## config.mk

```make
export PLATFORM = sky130hd
export DESIGN_NAME = terminal_query_response_tracker_flat
export DESIGN_NICKNAME = d
export VERILOG_FILES = /design/src/rtl/tqrt_pkg.sv /design/src/rtl/tqrt_if.sv /design/src/rtl/tqrt_front.sv /design/src/rtl/tqrt_fifo.sv /design/src/rtl/tqrt_back.sv /design/src/rtl/terminal_query_response_tracker.sv /design/src/flat_wrapper.sv
export VERILOG_INCLUDE_DIRS = /design/src /design/src/rtl
export SDC_FILE = /design/constraint.sdc
export NUM_CORES = 1
export LEC_CHECK = 0
export CORE_ASPECT_RATIO = 1.1
export CORE_UTILIZATION = 41
export CTS_CLUSTER_SIZE = 8
export DETAILED_ROUTE_END_ITERATION = 10
export DONT_BUFFER_PORTS = 1
export PLACE_DENSITY = 0.56
export REMOVE_ABC_BUFFERS = 1
export SLEW_MARGIN = 20
export SYNTH_ARGS = -nofsm -noshare
export SYNTH_HDL_FRONTEND = slang
export SYNTH_SLANG_ARGS = --single-unit
```

## constraint.sdc

```tcl
create_clock -name i_clk -period 6.9 [get_ports i_clk]
set_clock_uncertainty 0.15 [all_clocks]
set_input_delay 0.69 -clock i_clk [delete_from_list [all_inputs] [get_ports i_clk]]
set_output_delay 0.69 -clock i_clk [all_outputs]
set_load 0.1 [all_outputs]
```

## src/rtl/assert_macros.svh

```systemverilog
// Assertion helpers shared by the RTL.
`ifndef ASSERT_MACROS_SVH
`define ASSERT_MACROS_SVH

`ifndef SYNTHESIS

// Clocked check, held off while reset is asserted.
`define TQ_ASSERT(lbl, clk, rst_n, prop) \
    lbl: assert property (@(posedge clk) disable iff (!rst_n) prop) \
        else $error("assertion failed");

// Clocked check that also holds during reset.
`define TQ_ASSERT_ALWAYS(lbl, clk, prop) \
    lbl: assert property (@(posedge clk) prop) else $error("assertion failed");

`else

`define TQ_ASSERT(lbl, clk, rst_n, prop)
`define TQ_ASSERT_ALWAYS(lbl, clk, prop)

`endif

`endif

```

## src/rtl/tqrt_pkg.sv

```systemverilog
package tqrt_pkg;

    localparam int ParamLimit = 16;
    localparam int PCountW    = $clog2(ParamLimit + 1);
    localparam int TimeWidth  = 32;
    localparam int QDepth     = 4;
    localparam int QPtrW      = $clog2(QDepth);
    localparam int QCountW    = $clog2(QDepth + 1);

    localparam logic [7:0]  ChEsc        = 8'h1b;
    localparam logic [7:0]  PendMax      = 8'hff;
    localparam logic [15:0] TimeoutReset = 16'd500;

    // Response / query classes
    localparam logic [1:0] RESP_NONE = 2'd0;
    localparam logic [1:0] RESP_CPR  = 2'd1;
    localparam logic [1:0] RESP_DSR  = 2'd2;
    localparam logic [1:0] RESP_DA   = 2'd3;

    // Register byte addresses
    localparam logic [2:0] ADDR_TIMEOUT = 3'd0;

    // Operation handed from front to back
    typedef struct packed {
        logic                 fin;    // 1: end of web message, 0: query stamp
        logic [1:0]           rtype;
        logic                 active;
        logic [TimeWidth-1:0] now;
    } t_op;

    typedef struct packed {
        logic full;
        logic empty;
    } t_q_stat;

endpackage

```

## src/rtl/tqrt_if.sv

```systemverilog
interface tqrt_in_if;
    import tqrt_pkg::*;
    logic        valid;
    logic        ready;
    logic        kind;
    logic [7:0]  data_byte;
    logic        last_in_message;
    logic        tcp_active;
    logic [31:0] now_ms;

    modport source (output valid, kind, data_byte, last_in_message, tcp_active, now_ms,
                    input ready);
    modport sink   (input valid, kind, data_byte, last_in_message, tcp_active, now_ms,
                    output ready);
endinterface

interface tqrt_out_if;
    logic       valid;
    logic       ready;
    logic       suppress;
    logic [1:0] response_type;

    modport source (output valid, suppress, response_type, input ready);
    modport sink   (input valid, suppress, response_type, output ready);
endinterface

```

## src/rtl/tqrt_front.sv

```systemverilog
module tqrt_front
    import tqrt_pkg::*;
(
    input  logic          i_clk,
    input  logic          i_rst_n,
    tqrt_in_if.sink       i_in,
    input  t_q_stat       i_q_stat,
    output logic          o_push,
    output t_op           o_push_op
);

    localparam logic [1:0] ST_IDLE = 2'd0;
    localparam logic [1:0] ST_ESC  = 2'd1;
    localparam logic [1:0] ST_CSI  = 2'd2;

    localparam logic [3:0] F_INVALID = 4'b0001;
    localparam logic [3:0] F_PRIVATE = 4'b0010;
    localparam logic [3:0] F_DIGIT   = 4'b0100;
    localparam logic [3:0] F_SEMI    = 4'b1000;

    logic [1:0]         r_pstate, n_pstate;
    logic [PCountW-1:0] r_pcount, n_pcount;
    logic [7:0]         r_pfirst, n_pfirst;
    logic [7:0]         r_psecond, n_psecond;
    logic [1:0]         r_mpos, n_mpos;
    logic [3:0]         r_mflags, n_mflags;

    logic       accept;
    logic [7:0] v;
    logic       stamp_en;
    logic [1:0] stamp_type;
    logic [1:0] msg_type;

    assign i_in.ready = !i_q_stat.full;
    assign accept     = i_in.valid && i_in.ready;
    assign v          = i_in.data_byte;

    function automatic logic params_are(input logic [PCountW-1:0] cnt,
                                        input logic [7:0] first,
                                        input logic [7:0] second,
                                        input logic [7:0] a,
                                        input logic [7:0] b,
                                        input logic [PCountW-1:0] n);
        params_are = (cnt == n) && (first == a) && ((n < PCountW'(2)) || (second == b));
    endfunction

    // Serial-side ESC/CSI parser
    always_comb begin
        n_pstate   = r_pstate;
        n_pcount   = r_pcount;
        n_pfirst   = r_pfirst;
        n_psecond  = r_psecond;
        stamp_en   = 1'b0;
        stamp_type = RESP_NONE;
        unique case (r_pstate)
            ST_IDLE: begin
                if (v == ChEsc) n_pstate = ST_ESC;
            end
            ST_ESC: begin
                if (v == 8'h5b) begin
                    n_pstate = ST_CSI;
                    n_pcount = '0;
                end else begin
                    if (v == 8'h5a && i_in.tcp_active) begin
                        stamp_en   = 1'b1;
                        stamp_type = RESP_DA;
                    end
                    n_pstate = (v == ChEsc) ? ST_ESC : ST_IDLE;
                end
            end
            default: begin
                if (v == ChEsc) begin
                    n_pstate = ST_ESC;
                    n_pcount = '0;
                end else if (v >= 8'h30 && v <= 8'h3f) begin
                    if (r_pcount < PCountW'(ParamLimit)) begin
                        if (r_pcount == '0) n_pfirst = v;
                        else if (r_pcount == PCountW'(1)) n_psecond = v;
                        n_pcount = r_pcount + PCountW'(1);
                    end
                end else if (v >= 8'h20 && v <= 8'h2f) begin
                    // intermediate byte: hold state
                end else begin
                    if (v >= 8'h40 && v <= 8'h7e && i_in.tcp_active) begin
                        if (v == 8'h6e) begin
                            if (params_are(r_pcount, r_pfirst, r_psecond, 8'h36, 8'h00,
                                           PCountW'(1)) ||
                                params_are(r_pcount, r_pfirst, r_psecond, 8'h3f, 8'h36,
                                           PCountW'(2))) begin
                                stamp_en   = 1'b1;
                                stamp_type = RESP_CPR;
                            end else if (params_are(r_pcount, r_pfirst, r_psecond, 8'h35,
                                                    8'h00, PCountW'(1)) ||
                                         params_are(r_pcount, r_pfirst, r_psecond, 8'h3f,
                                                    8'h35, PCountW'(2))) begin
                                stamp_en   = 1'b1;
                                stamp_type = RESP_DSR;
                            end
                        end else if (v == 8'h63) begin
                            stamp_en   = 1'b1;
                            stamp_type = RESP_DA;
                        end
                    end
                    n_pstate = ST_IDLE;
                    n_pcount = '0;
                end
            end
        endcase
    end

    // Web message classifier
    always_comb begin
        n_mpos   = r_mpos;
        n_mflags = r_mflags;
        msg_type = RESP_NONE;
        if (i_in.last_in_message) begin
            if (r_mpos == 2'd3 && !r_mflags[0] && r_mflags[2]) begin
                if (v == 8'h52 && r_mflags[3]) msg_type = RESP_CPR;
                else if (v == 8'h6e) msg_type = RESP_DSR;
                else if (v == 8'h63 && r_mflags[1]) msg_type = RESP_DA;
            end
            n_mpos   = 2'd0;
            n_mflags = 4'd0;
        end else begin
            if (r_mpos == 2'd0) begin
                if (v != ChEsc) n_mflags = r_mflags | F_INVALID;
            end else if (r_mpos == 2'd1) begin
                if (v != 8'h5b) n_mflags = r_mflags | F_INVALID;
            end else if (r_mpos == 2'd2 && (v == 8'h3f || v == 8'h3e)) begin
                n_mflags = r_mflags | F_PRIVATE;
            end else if (v >= 8'h30 && v <= 8'h39) begin
                n_mflags = r_mflags | F_DIGIT;
            end else if (v == 8'h3b) begin
                n_mflags = r_mflags | F_SEMI;
            end else begin
                n_mflags = r_mflags | F_INVALID;
            end
            if (r_mpos != 2'd3) n_mpos = r_mpos + 2'd1;
        end
    end

    // Hand operations to the queue
    assign o_push = accept && (i_in.kind ? i_in.last_in_message : stamp_en);
    always_comb begin
        o_push_op.fin    = i_in.kind;
        o_push_op.rtype  = i_in.kind ? msg_type : stamp_type;
        o_push_op.active = i_in.tcp_active;
        o_push_op.now    = i_in.now_ms;
    end

    // Advance the parser that the item belongs to
    always_ff @(posedge i_clk) begin
        if (!i_rst_n) begin
            r_pstate  <= ST_IDLE;
            r_pcount  <= '0;
            r_pfirst  <= '0;
            r_psecond <= '0;
            r_mpos    <= '0;
            r_mflags  <= '0;
        end else if (accept) begin
            if (!i_in.kind) begin
                r_pstate  <= n_pstate;
                r_pcount  <= n_pcount;
                r_pfirst  <= n_pfirst;
                r_psecond <= n_psecond;
            end else begin
                r_mpos   <= n_mpos;
                r_mflags <= n_mflags;
            end
        end
    end

endmodule

```

## src/rtl/tqrt_fifo.sv

```systemverilog
module tqrt_fifo
    import tqrt_pkg::*;
(
    input  logic    i_clk,
    input  logic    i_rst_n,
    input  logic    i_push,
    input  t_op     i_push_op,
    input  logic    i_pop,
    output t_op     o_head,
    output t_q_stat o_stat
);

    t_op                r_mem [QDepth];
    logic [QPtrW-1:0]   r_wptr, r_rptr;
    logic [QCountW-1:0] r_count;

    assign o_stat.full  = (r_count == QCountW'(QDepth));
    assign o_stat.empty = (r_count == '0);
    assign o_head       = r_mem[r_rptr];

    // Store pushed operations
    always_ff @(posedge i_clk) begin
        if (i_push) r_mem[r_wptr] <= i_push_op;
    end

    // Advance pointers and occupancy
    always_ff @(posedge i_clk) begin
        if (!i_rst_n) begin
            r_wptr  <= '0;
            r_rptr  <= '0;
            r_count <= '0;
        end else begin
            if (i_push) r_wptr <= r_wptr + QPtrW'(1);
            if (i_pop)  r_rptr <= r_rptr + QPtrW'(1);
            if (i_push && !i_pop)      r_count <= r_count + QCountW'(1);
            else if (i_pop && !i_push) r_count <= r_count - QCountW'(1);
        end
    end

endmodule

```

## src/rtl/tqrt_back.sv

```systemverilog
module tqrt_back
    import tqrt_pkg::*;
(
    input  logic        i_clk,
    input  logic        i_rst_n,
    input  logic [15:0] i_timeout,
    input  t_op         i_head,
    input  t_q_stat     i_q_stat,
    output logic        o_pop,
    tqrt_out_if.source  o_out
);

    logic [7:0]           r_pend [3];
    logic [TimeWidth-1:0] r_when [3];
    logic [7:0]           n_pend [3];
    logic [TimeWidth-1:0] n_when [3];
    logic                 r_out_valid;
    logic                 r_sup, n_sup;
    logic [1:0]           r_type;

    logic                 out_free;
    logic [1:0]           idx;
    logic [7:0]           sel_pend;
    logic [TimeWidth-1:0] sel_when;
    logic [TimeWidth-1:0] elapsed;
    logic                 in_window;

    assign out_free = !r_out_valid || o_out.ready;
    assign o_pop    = !i_q_stat.empty && (!i_head.fin || out_free);

    // Select the counter the head operation refers to
    assign idx = i_head.rtype - 2'd1;
    always_comb begin
        unique case (i_head.rtype)
            RESP_CPR: begin sel_pend = r_pend[0]; sel_when = r_when[0]; end
            RESP_DSR: begin sel_pend = r_pend[1]; sel_when = r_when[1]; end
            RESP_DA:  begin sel_pend = r_pend[2]; sel_when = r_when[2]; end
            default:  begin sel_pend = '0;        sel_when = '0;        end
        endcase
    end

    assign elapsed   = i_head.now - sel_when;
    assign in_window = (elapsed <= TimeWidth'(i_timeout));

    // Stamp a query or settle a finished message
    always_comb begin
        n_pend = r_pend;
        n_when = r_when;
        n_sup  = 1'b0;
        if (!i_head.fin) begin
            if (i_head.rtype != RESP_NONE) begin
                if (sel_pend != PendMax) n_pend[idx] = sel_pend + 8'd1;
                n_when[idx] = i_head.now;
            end
        end else if (!i_head.active) begin
            n_pend[0] = '0;
            n_pend[1] = '0;
            n_pend[2] = '0;
        end else if (i_head.rtype != RESP_NONE && sel_pend != 8'd0) begin
            if (in_window) begin
                n_pend[idx] = sel_pend - 8'd1;
                n_sup       = 1'b1;
            end else begin
                n_pend[idx] = '0;
            end
        end
    end

    always_ff @(posedge i_clk) begin
        if (!i_rst_n) begin
            r_pend <= '{default: '0};
            r_when <= '{default: '0};
        end else if (o_pop) begin
            r_pend <= n_pend;
            r_when <= n_when;
        end
    end

    // Hold the result until it is taken
    always_ff @(posedge i_clk) begin
        if (!i_rst_n) begin
            r_out_valid <= 1'b0;
        end else if (o_pop && i_head.fin) begin
            r_out_valid <= 1'b1;
        end else if (o_out.ready) begin
            r_out_valid <= 1'b0;
        end
    end

    always_ff @(posedge i_clk) begin
        if (o_pop && i_head.fin) begin
            r_sup  <= n_sup;
            r_type <= i_head.rtype;
        end
    end

    assign o_out.valid         = r_out_valid;
    assign o_out.suppress      = r_sup;
    assign o_out.response_type = r_type;

endmodule

```

## src/rtl/terminal_query_response_tracker.sv

```systemverilog
// Channel  Dir  Handshake      Payload
// i_in     in   valid/ready    kind, data_byte, last_in_message, tcp_active, now_ms
// o_out    out  valid/ready    suppress, response_type
// apb      in   psel/penable   paddr, pwdata -> prdata (response_timeout_ms at 0x0)
//
// One item per cycle is accepted while the four-entry operation queue has room.
// The back end retires one operation per cycle unless a finished message waits for
// an untaken result; a result passes the queue write, then the result register.
// Reset is synchronous, active low; pending counts clear, timeout returns to 500.
// A stalled output holds its result and backs up the queue, then i_in.ready.
`include "assert_macros.svh"

module terminal_query_response_tracker
    import tqrt_pkg::*;
(
    input  logic        i_clk,
    input  logic        i_rst_n,
    tqrt_in_if.sink     i_in,
    tqrt_out_if.source  o_out,
    input  logic        i_psel,
    input  logic        i_penable,
    input  logic        i_pwrite,
    input  logic [2:0]  i_paddr,
    input  logic [31:0] i_pwdata,
    output logic [31:0] o_prdata,
    output logic        o_pready
);

    logic [15:0] r_timeout;
    logic        push, pop;
    t_op         push_op, head;
    t_q_stat     q_stat;
    logic        cfg_sel;

    // Configuration register
    assign cfg_sel  = (i_paddr[2] == ADDR_TIMEOUT[2]);
    assign o_pready = 1'b1;
    assign o_prdata = cfg_sel ? {16'd0, r_timeout} : 32'd0;

    always_ff @(posedge i_clk) begin
        if (!i_rst_n) begin
            r_timeout <= TimeoutReset;
        end else if (i_psel && i_penable && i_pwrite && cfg_sel) begin
            r_timeout <= i_pwdata[15:0];
        end
    end

    tqrt_front u_front (
        .i_clk     (i_clk),
        .i_rst_n   (i_rst_n),
        .i_in      (i_in),
        .i_q_stat  (q_stat),
        .o_push    (push),
        .o_push_op (push_op)
    );

    tqrt_fifo u_fifo (
        .i_clk     (i_clk),
        .i_rst_n   (i_rst_n),
        .i_push    (push),
        .i_push_op (push_op),
        .i_pop     (pop),
        .o_head    (head),
        .o_stat    (q_stat)
    );

    tqrt_back u_back (
        .i_clk     (i_clk),
        .i_rst_n   (i_rst_n),
        .i_timeout (r_timeout),
        .i_head    (head),
        .i_q_stat  (q_stat),
        .o_pop     (pop),
        .o_out     (o_out)
    );

    // Queue is never both full and empty
    `TQ_ASSERT(a_q_consistent, i_clk, i_rst_n, !(q_stat.full && q_stat.empty))
    // No push into a full queue unless it drains in the same cycle
    `TQ_ASSERT(a_no_overflow, i_clk, i_rst_n, (push && q_stat.full) |-> pop)
    // A result appears only after a finished message left the queue
    `TQ_ASSERT(a_result_source, i_clk, i_rst_n, $rose(o_out.valid) |-> $past(pop && head.fin))
    // Never pop an empty queue
    `TQ_ASSERT(a_no_underflow, i_clk, i_rst_n, pop |-> !q_stat.empty)

endmodule

```

## src/flat_wrapper.sv

```systemverilog
// flat-port wrapper written by rule: the top's interface ports become plain ports
module terminal_query_response_tracker_flat import tqrt_pkg::*;
  (i_clk, i_rst_n, i_psel, i_penable, i_pwrite, i_paddr, i_pwdata, o_prdata, o_pready, i_in_valid, i_in_kind, i_in_data_byte, i_in_last_in_message, i_in_tcp_active, i_in_now_ms, i_in_ready, o_out_valid, o_out_suppress, o_out_response_type, o_out_ready);
  tqrt_in_if i_in_i ();
  tqrt_out_if o_out_i ();
  input  logic i_clk;
  input  logic i_rst_n;
  input  logic i_psel;
  input  logic i_penable;
  input  logic i_pwrite;
  input  logic [2:0] i_paddr;
  input  logic [31:0] i_pwdata;
  output logic [31:0] o_prdata;
  output logic o_pready;
  input wire logic [$bits(i_in_i.valid)-1:0] i_in_valid;
  input wire logic [$bits(i_in_i.kind)-1:0] i_in_kind;
  input wire logic [$bits(i_in_i.data_byte)-1:0] i_in_data_byte;
  input wire logic [$bits(i_in_i.last_in_message)-1:0] i_in_last_in_message;
  input wire logic [$bits(i_in_i.tcp_active)-1:0] i_in_tcp_active;
  input wire logic [$bits(i_in_i.now_ms)-1:0] i_in_now_ms;
  output wire logic [$bits(i_in_i.ready)-1:0] i_in_ready;
  output wire logic [$bits(o_out_i.valid)-1:0] o_out_valid;
  output wire logic [$bits(o_out_i.suppress)-1:0] o_out_suppress;
  output wire logic [$bits(o_out_i.response_type)-1:0] o_out_response_type;
  input wire logic [$bits(o_out_i.ready)-1:0] o_out_ready;
  assign i_in_i.valid = i_in_valid;
  assign i_in_i.kind = i_in_kind;
  assign i_in_i.data_byte = i_in_data_byte;
  assign i_in_i.last_in_message = i_in_last_in_message;
  assign i_in_i.tcp_active = i_in_tcp_active;
  assign i_in_i.now_ms = i_in_now_ms;
  assign i_in_ready = i_in_i.ready;
  assign o_out_valid = o_out_i.valid;
  assign o_out_suppress = o_out_i.suppress;
  assign o_out_response_type = o_out_i.response_type;
  assign o_out_i.ready = o_out_ready;
  terminal_query_response_tracker u_core (.i_clk(i_clk), .i_rst_n(i_rst_n), .i_in(i_in_i), .o_out(o_out_i), .i_psel(i_psel), .i_penable(i_penable), .i_pwrite(i_pwrite), .i_paddr(i_paddr), .i_pwdata(i_pwdata), .o_prdata(o_prdata), .o_pready(o_pready));
endmodule
```

==> results of run 1 <==
through the flow:
stage | cells | worst slack [ns]
after global routing | 2331 | 0.0217
after detailed placement | 2250 | 0.376
after global placement | 2250 | 0.431
after CTS | 2331 | 0.362
after floorplan | 1710 | -2.30
final | 2331 | 0.466
sequential cells by signal, indices dropped and copies added, names as in the netlist, 3 cells and up, named ones only:
register and flops:
u_core.r_timeout 16, u_core.u_back.r_pend 24, u_core.u_back.r_when 96, u_core.u_fifo.r_count 3
u_core.u_fifo.r_mem 144, u_core.u_front.r_mflags 4, u_core.u_front.r_pcount 5, u_core.u_front.r_pfirst 8
u_core.u_front.r_psecond 8
synth_stat cells (all sizes together), types with 7 or more instances:
library cell	count	area share, %
edfxtp	147	26
a311oi	21	1.4
buf	55	1.9
a2111oi	7	0.44
o21ai	64	1.9
or3	7	0.26
a21o	7	0.31
o21a	12	0.53
o211ai	18	0.83
ha	63	4.7
nor3b	7	0.31
and2	10	0.40
mux2i	28	1.7
a21oi	252	7.5
nor2b	12	0.45
mux2	23	1.5
and3	9	0.33
nand2b	18	0.67
mux4	32	4.3
xor2	16	0.83
or2	20	0.74
nor4	11	0.45
clkbuf	67	1.5
nand2	409	9.1
xnor2	18	0.94
nor3	21	0.62
nand3	24	0.71
nand4	18	0.74
inv	43	0.96
nor2	120	2.7
dfxtp	175	21
critical path: stages (launching register included):
cell and delay, ns:
dfxtp_2 0.40, mux2_1 0.38, o21ai_4 0.15, inv_2 0.12, nor2b_4 0.16, buf_4 0.20
a21oi_1 0.34, ha_1 0.29, o211ai_2 0.11, a21oi_2 0.21, nor2_1 0.13, a221o_1 0.35
nand2_1 0.09, xor2_1 0.27, ha_1 0.30, a21o_1 0.16, a21o_1 0.17, a21oi_1 0.13
nor2_1 0.06, o31ai_2 0.36, o2111a_1 0.26, nand4_2 0.27, or4_1 0.71, and2_1 0.29
a311oi_2 0.28
metal layers:
| layer | track usage [%] | vias up |
|---|---|---|
| met5 | 0 | - |
| met4 | 6.46 | 0 |
| met3 | 3.99 | 75 |
| met2 | 31.7 | 356 |
| met1 | 28.4 | 6158 |
| li1 | - | 6390 |
final timing paths:
path / start / endpoint / slack (ns) / cells past startpoint
hold / removal: i_in_now_ms[31] / u_core.u_fifo.r_mem[0][31] / 0.06 / 0
setup / recovery: flip-flop / u_core.u_back.r_pend[23] / 0.47 / 24
hold reg to reg: u_core.u_back.r_when[0] / u_core.u_back.r_when[0] / 0.30 / 2
setup reg to reg: flip-flop / u_core.u_back.r_pend[23] / 0.47 / 24
cell type report:
cell class / instances / area [sq um]
Clock buffer: 76 / 1310
Clock inverter: 5 / 68.8
Fill cell: 3862 / 21700
Inverter: 43 / 164
Multi-Input combinational cell: 1345 / 8340
Sequential cell: 322 / 7920
Tap cell: 513 / 642
Timing Repair Buffer: 27 / 215
kinds of logic after synthesis:
group           after synthesis  synth area share, %
compound gates              437                 15.8
other cells                   2               0.0446
mux                          83                 7.48
flops                       322                 47.0
simple gates                709                 18.6
fa+ha+maj                    65                 4.92
buf+inv                     165                 4.36
xor+xnor                     34                 1.77
power by group:
part	switching, W	internal [W]
logic	0.00219	0.00119
clock network	0.000856	0.00129
registers	0.000168	0.00216
total	0.00321	0.00464
==> results.sh, run 1 <==
export IMPL_status="complete, no violations"
export IMPL_start_util_pct=41.7
export IMPL_yosys_warnings=0
export IMPL_post_cts_buffers=0
export IMPL_core_area_sq_um=40400
export IMPL_synth_avg_cell_area_sq_um=9.27
export IMPL_path_max_fanout=20
export IMPL_tns_ns=0
export IMPL_synth_area_sq_um=16900
export IMPL_drt_pass1_iter_count=6
export IMPL_gp_congestion=0.917
export IMPL_layout_commonest_cell="nand2_1"
export IMPL_max_cap_violations=0
export IMPL_crit_path_end_kind="flip-flop"
export IMPL_final_cell_mix="nand2_1 (409), a21oi_1 (250), dfxtp_1 (173)"
export IMPL_dpl_cell_area_sq_um=17300
export IMPL_dieArea_sq_um=41900
export IMPL_cts_hold_buf=0
export IMPL_insertedDiodeCount=0
export IMPL_whs_ns=0.0566
export IMPL_dr_wl_met3_um=2380
export IMPL_grt_use_total_pct=20.4
export IMPL_avgRoutedWirePerCell_um=18.2
export IMPL_p_leak_nw=6.13
export IMPL_rsz0062_at_grt="no"
export IMPL_finalMaxSlewViolations=0
export IMPL_dpl_hpwl_um=28800
export IMPL_maxUsedRoutingLayer="met4"
export IMPL_netlist_instances=1817
export IMPL_post_route_util_pct=46.2
export IMPL_slew_headroom_pct=28.8
export IMPL_antenna_found_initial=0
export IMPL_clkSinkCount=322
export IMPL_crit_type="reg -> reg"
export IMPL_die_w_um=195
export IMPL_synthFlopType="dfxtp_1"
export IMPL_ys_seq_elements=322
export IMPL_async_flop_share_pct=0
export IMPL_finalSetupViolCount=0
export IMPL_h_tree_depth=2
export IMPL_cp_start_kind="flip-flop"
export IMPL_fin_crit_sh_pct=93.3
export IMPL_drc=0
export IMPL_fin_area_sq_um=18700
export IMPL_grt_pass1_wl_um=68600
export IMPL_vias=13000
export IMPL_clk_latency_ns=0.58
export IMPL_vias_per_cell=5.57
export IMPL_synth_edff_count=147
export IMPL_drt_met1_wl_um=20400
export IMPL_hold_viol_final=0
export IMPL_hold_path_class="in -> reg"
export IMPL_worstMarginPinSlew_ns=1.06
export IMPL_drt_initial_drc_count=849
export IMPL_io_buffers=0
export IMPL_worstPathRequired_ns=7.24
export IMPL_grt_pass1_vias=12700
export IMPL_cts_buffers=47
export IMPL_clock_tree_root_cell="clkbuf_16"
export IMPL_rows=77
export IMPL_min_period_ns=6.43
export IMPL_ys_types=82
export IMPL_syn_to_final_growth_pct=10.7
export IMPL_clock_path_buffers=3
export IMPL_grt_start_max_net_pins=60
export IMPL_fmax_mhz=155
export IMPL_wirelength_um=42400
export IMPL_cts_tree="done"
export IMPL_crit_arrival_ns=6.78
export IMPL_nets=1936
export IMPL_synth_seq_area_share_pct=47.0
export IMPL_fp_dieH_um=215
export IMPL_overflow=0
export IMPL_drive_gt1_share_pct=11.4
export IMPL_met2RoutedLength_um=18600
export IMPL_pin_count=123
export IMPL_power_density_nw_per_um2=420
export IMPL_path_clk_slew_ns=0.05
export IMPL_peakVddDrop_mv=0.195
export IMPL_ant_nets=0
export IMPL_ctsResizeCount=0
export IMPL_finalPower_w=0.00784
Power figures use the tool's default switching activity.
==> run 2, diff against run 1 <==
- PLACE_DENSITY: 0.56 -> 0.57
==> run 2 against run 1 <==
Against the previous run: first-iteration DRC count is 8.2% higher; hold slack got worse by 0.0034 ns; clock-buffer cell count up 1.
==> results.sh, run 2 (synthesis results as in run 1) <==
export IMPL_p_leak_nw=6.15
export IMPL_crit_arrival_ns=6.81
export IMPL_peakVddDrop_mv=0.268
export IMPL_gp_congestion=0.917
export IMPL_insertedDiodeCount=0
export IMPL_finalMaxSlewViolations=0
export IMPL_finalPower_w=0.00788
export IMPL_core_area_sq_um=40400
export IMPL_dieArea_sq_um=41900
export IMPL_clock_tree_root_cell="clkbuf_16"
export IMPL_whs_ns=0.0532
export IMPL_drive_gt1_share_pct=11.5
export IMPL_clk_latency_ns=0.57
export IMPL_instances_no_fill=2331
export IMPL_final_cell_mix="nand2_1 (409), a21oi_1 (250), dfxtp_1 (173)"
export IMPL_crit_path_end_kind="flip-flop"
export IMPL_largest_reg_flops=144
export IMPL_io_buffers=0
export IMPL_path_max_fanout=29
export IMPL_die_w_um=195
export IMPL_worstPathRequired_ns=7.25
export IMPL_grt_start_max_net_pins=58
export IMPL_start_util_pct=41.7
export IMPL_drc=0
export IMPL_fp_dieH_um=215
export IMPL_clkSinkCount=322
export IMPL_grt_pass1_vias=12500
export IMPL_nets=1936
export IMPL_ant_nets=0
export IMPL_finalSetupViolCount=0
export IMPL_fillCellCount=3792
export IMPL_pin_count=123
export IMPL_status="complete, no violations"
export IMPL_fin_crit_sh_pct=93.7
export IMPL_avgRoutedWirePerCell_um=18.1
export IMPL_antenna_found_initial=0
export IMPL_drt_initial_drc_count=919
export IMPL_vias=13000
export IMPL_rsz0062_at_grt="no"
export IMPL_multi_input_area_sq_um=8320
export IMPL_cp_start_kind="flip-flop"
export IMPL_max_cap_violations=0
export IMPL_crit_type="reg -> reg"
export IMPL_grt_pass1_wl_um=68000
export IMPL_wirelength_um=42100
export IMPL_cts_tree="done"
export IMPL_cts_buffers=47
export IMPL_power_density_nw_per_um2=422
export IMPL_post_route_util_pct=46.3
export IMPL_clock_path_buffers=3
export IMPL_vias_per_cell=5.58
export IMPL_reg_top3="u_core.u_fifo.r_mem: 144 flops, u_core.u_back.r_when: 96 flops, u_core.u_back.r_pend: 24 flops"
export IMPL_drt_pass1_iter_count=7
export IMPL_regArea_sq_um=7920
export IMPL_hold_path_class="in -> reg"
export IMPL_min_period_ns=6.47
export IMPL_layout_commonest_cell="nand2_1"
export IMPL_hold_viol_final=0
export IMPL_fmax_mhz=155
export IMPL_path_clk_slew_ns=0.05
export IMPL_worstMarginPinSlew_ns=1.06
export IMPL_grt_use_total_pct=20.2
export IMPL_rows=77
export IMPL_h_tree_depth=2
export IMPL_overflow=0
export IMPL_largest_register="u_core.u_fifo.r_mem"
export IMPL_dp_cells=2250
export IMPL_slew_headroom_pct=29.1
export IMPL_syn_to_final_growth_pct=10.9
export IMPL_dpl_hpwl_um=28500
[run 2: worst max-delay path, cell delays in order (launching register included)]
cell	delay (ns)
dfxtp_2	0.35
buf_4	0.20
mux2i_1	0.21
mux2_2	0.20
buf_4	0.36
o21ai_0	0.17
ha_1	0.29
fa_1	0.44
nand2b_1	0.18
a21oi_1	0.19
o21ai_1	0.15
o21bai_1	0.33
xor2_1	0.22
ha_1	0.26
nand4_1	0.17
nor2_1	0.07
a21oi_1	0.12
nand2_1	0.08
o31ai_2	0.40
o2111a_1	0.26
nand4_2	0.29
or4_1	0.72
and2_1	0.29
a311oi_2	0.28
[run 2: layout make-up]
class / instances / area share (%)
clock buffers: 77 / 7.06
inverters: 43 / 0.877
repair buffers: 27 / 1.24
multi-input cells: 1345 / 44.5
flip-flops and latches: 322 / 42.4
clock inverters: 4 / 0.462
well taps: 513 / 3.44
[run 2: power by group]
group,internal (W),switching [W],total [W]
logic,0.00119,0.00218,0.00337
clock network,0.00134,0.000848,0.00218
registers,0.00216,0.000163,0.00232
total,0.00468,0.00319,0.00788
[run 2: repair_timing]
item / in CTS / in global routing
resized for setup: 0 / 3
hold buffers: 0 / 0
endpoints found under the setup margin: 0 / 18
setup buffers: 0 / 0
[run 2: final timing paths]
check                      startpoint                   endpoint  slack [ns]  depth (start not counted)
max                         flip-flop   u_core.u_back.r_pend[23]        0.43                         23
min                    i_in_now_ms[1]  u_core.u_fifo.r_mem[1][1]        0.05                          0
max reg2reg                 flip-flop   u_core.u_back.r_pend[23]        0.43                         23
min reg2reg  u_core.u_back.r_when[63]   u_core.u_back.r_when[63]        0.30                          2
[run 2: per-stage QoR]
stage	setup TNS [ns]	setup WS [ns]	cell area (sq um)
2_1_floorplan	-51.78	-2.30	16300
3_3_place_gp	0	0.423	17300
3_5_place_dp	0	0.388	17300
4_1_cts	0	0.338	18700
5_1_grt	0	0.0349	18700
6_report	0	0.432	18700
[run 2: routing by layer]
layer / routed length (um) / global-route usage [%] / vias up
met5: 0 / 0 / -
met3: 2590 / 4.29 / 70
li1: - / - / 6384
met4: 1070 / 6.48 / 0
met2: 18900 / 31.6 / 349
met1: 19600 / 27.8 / 6210
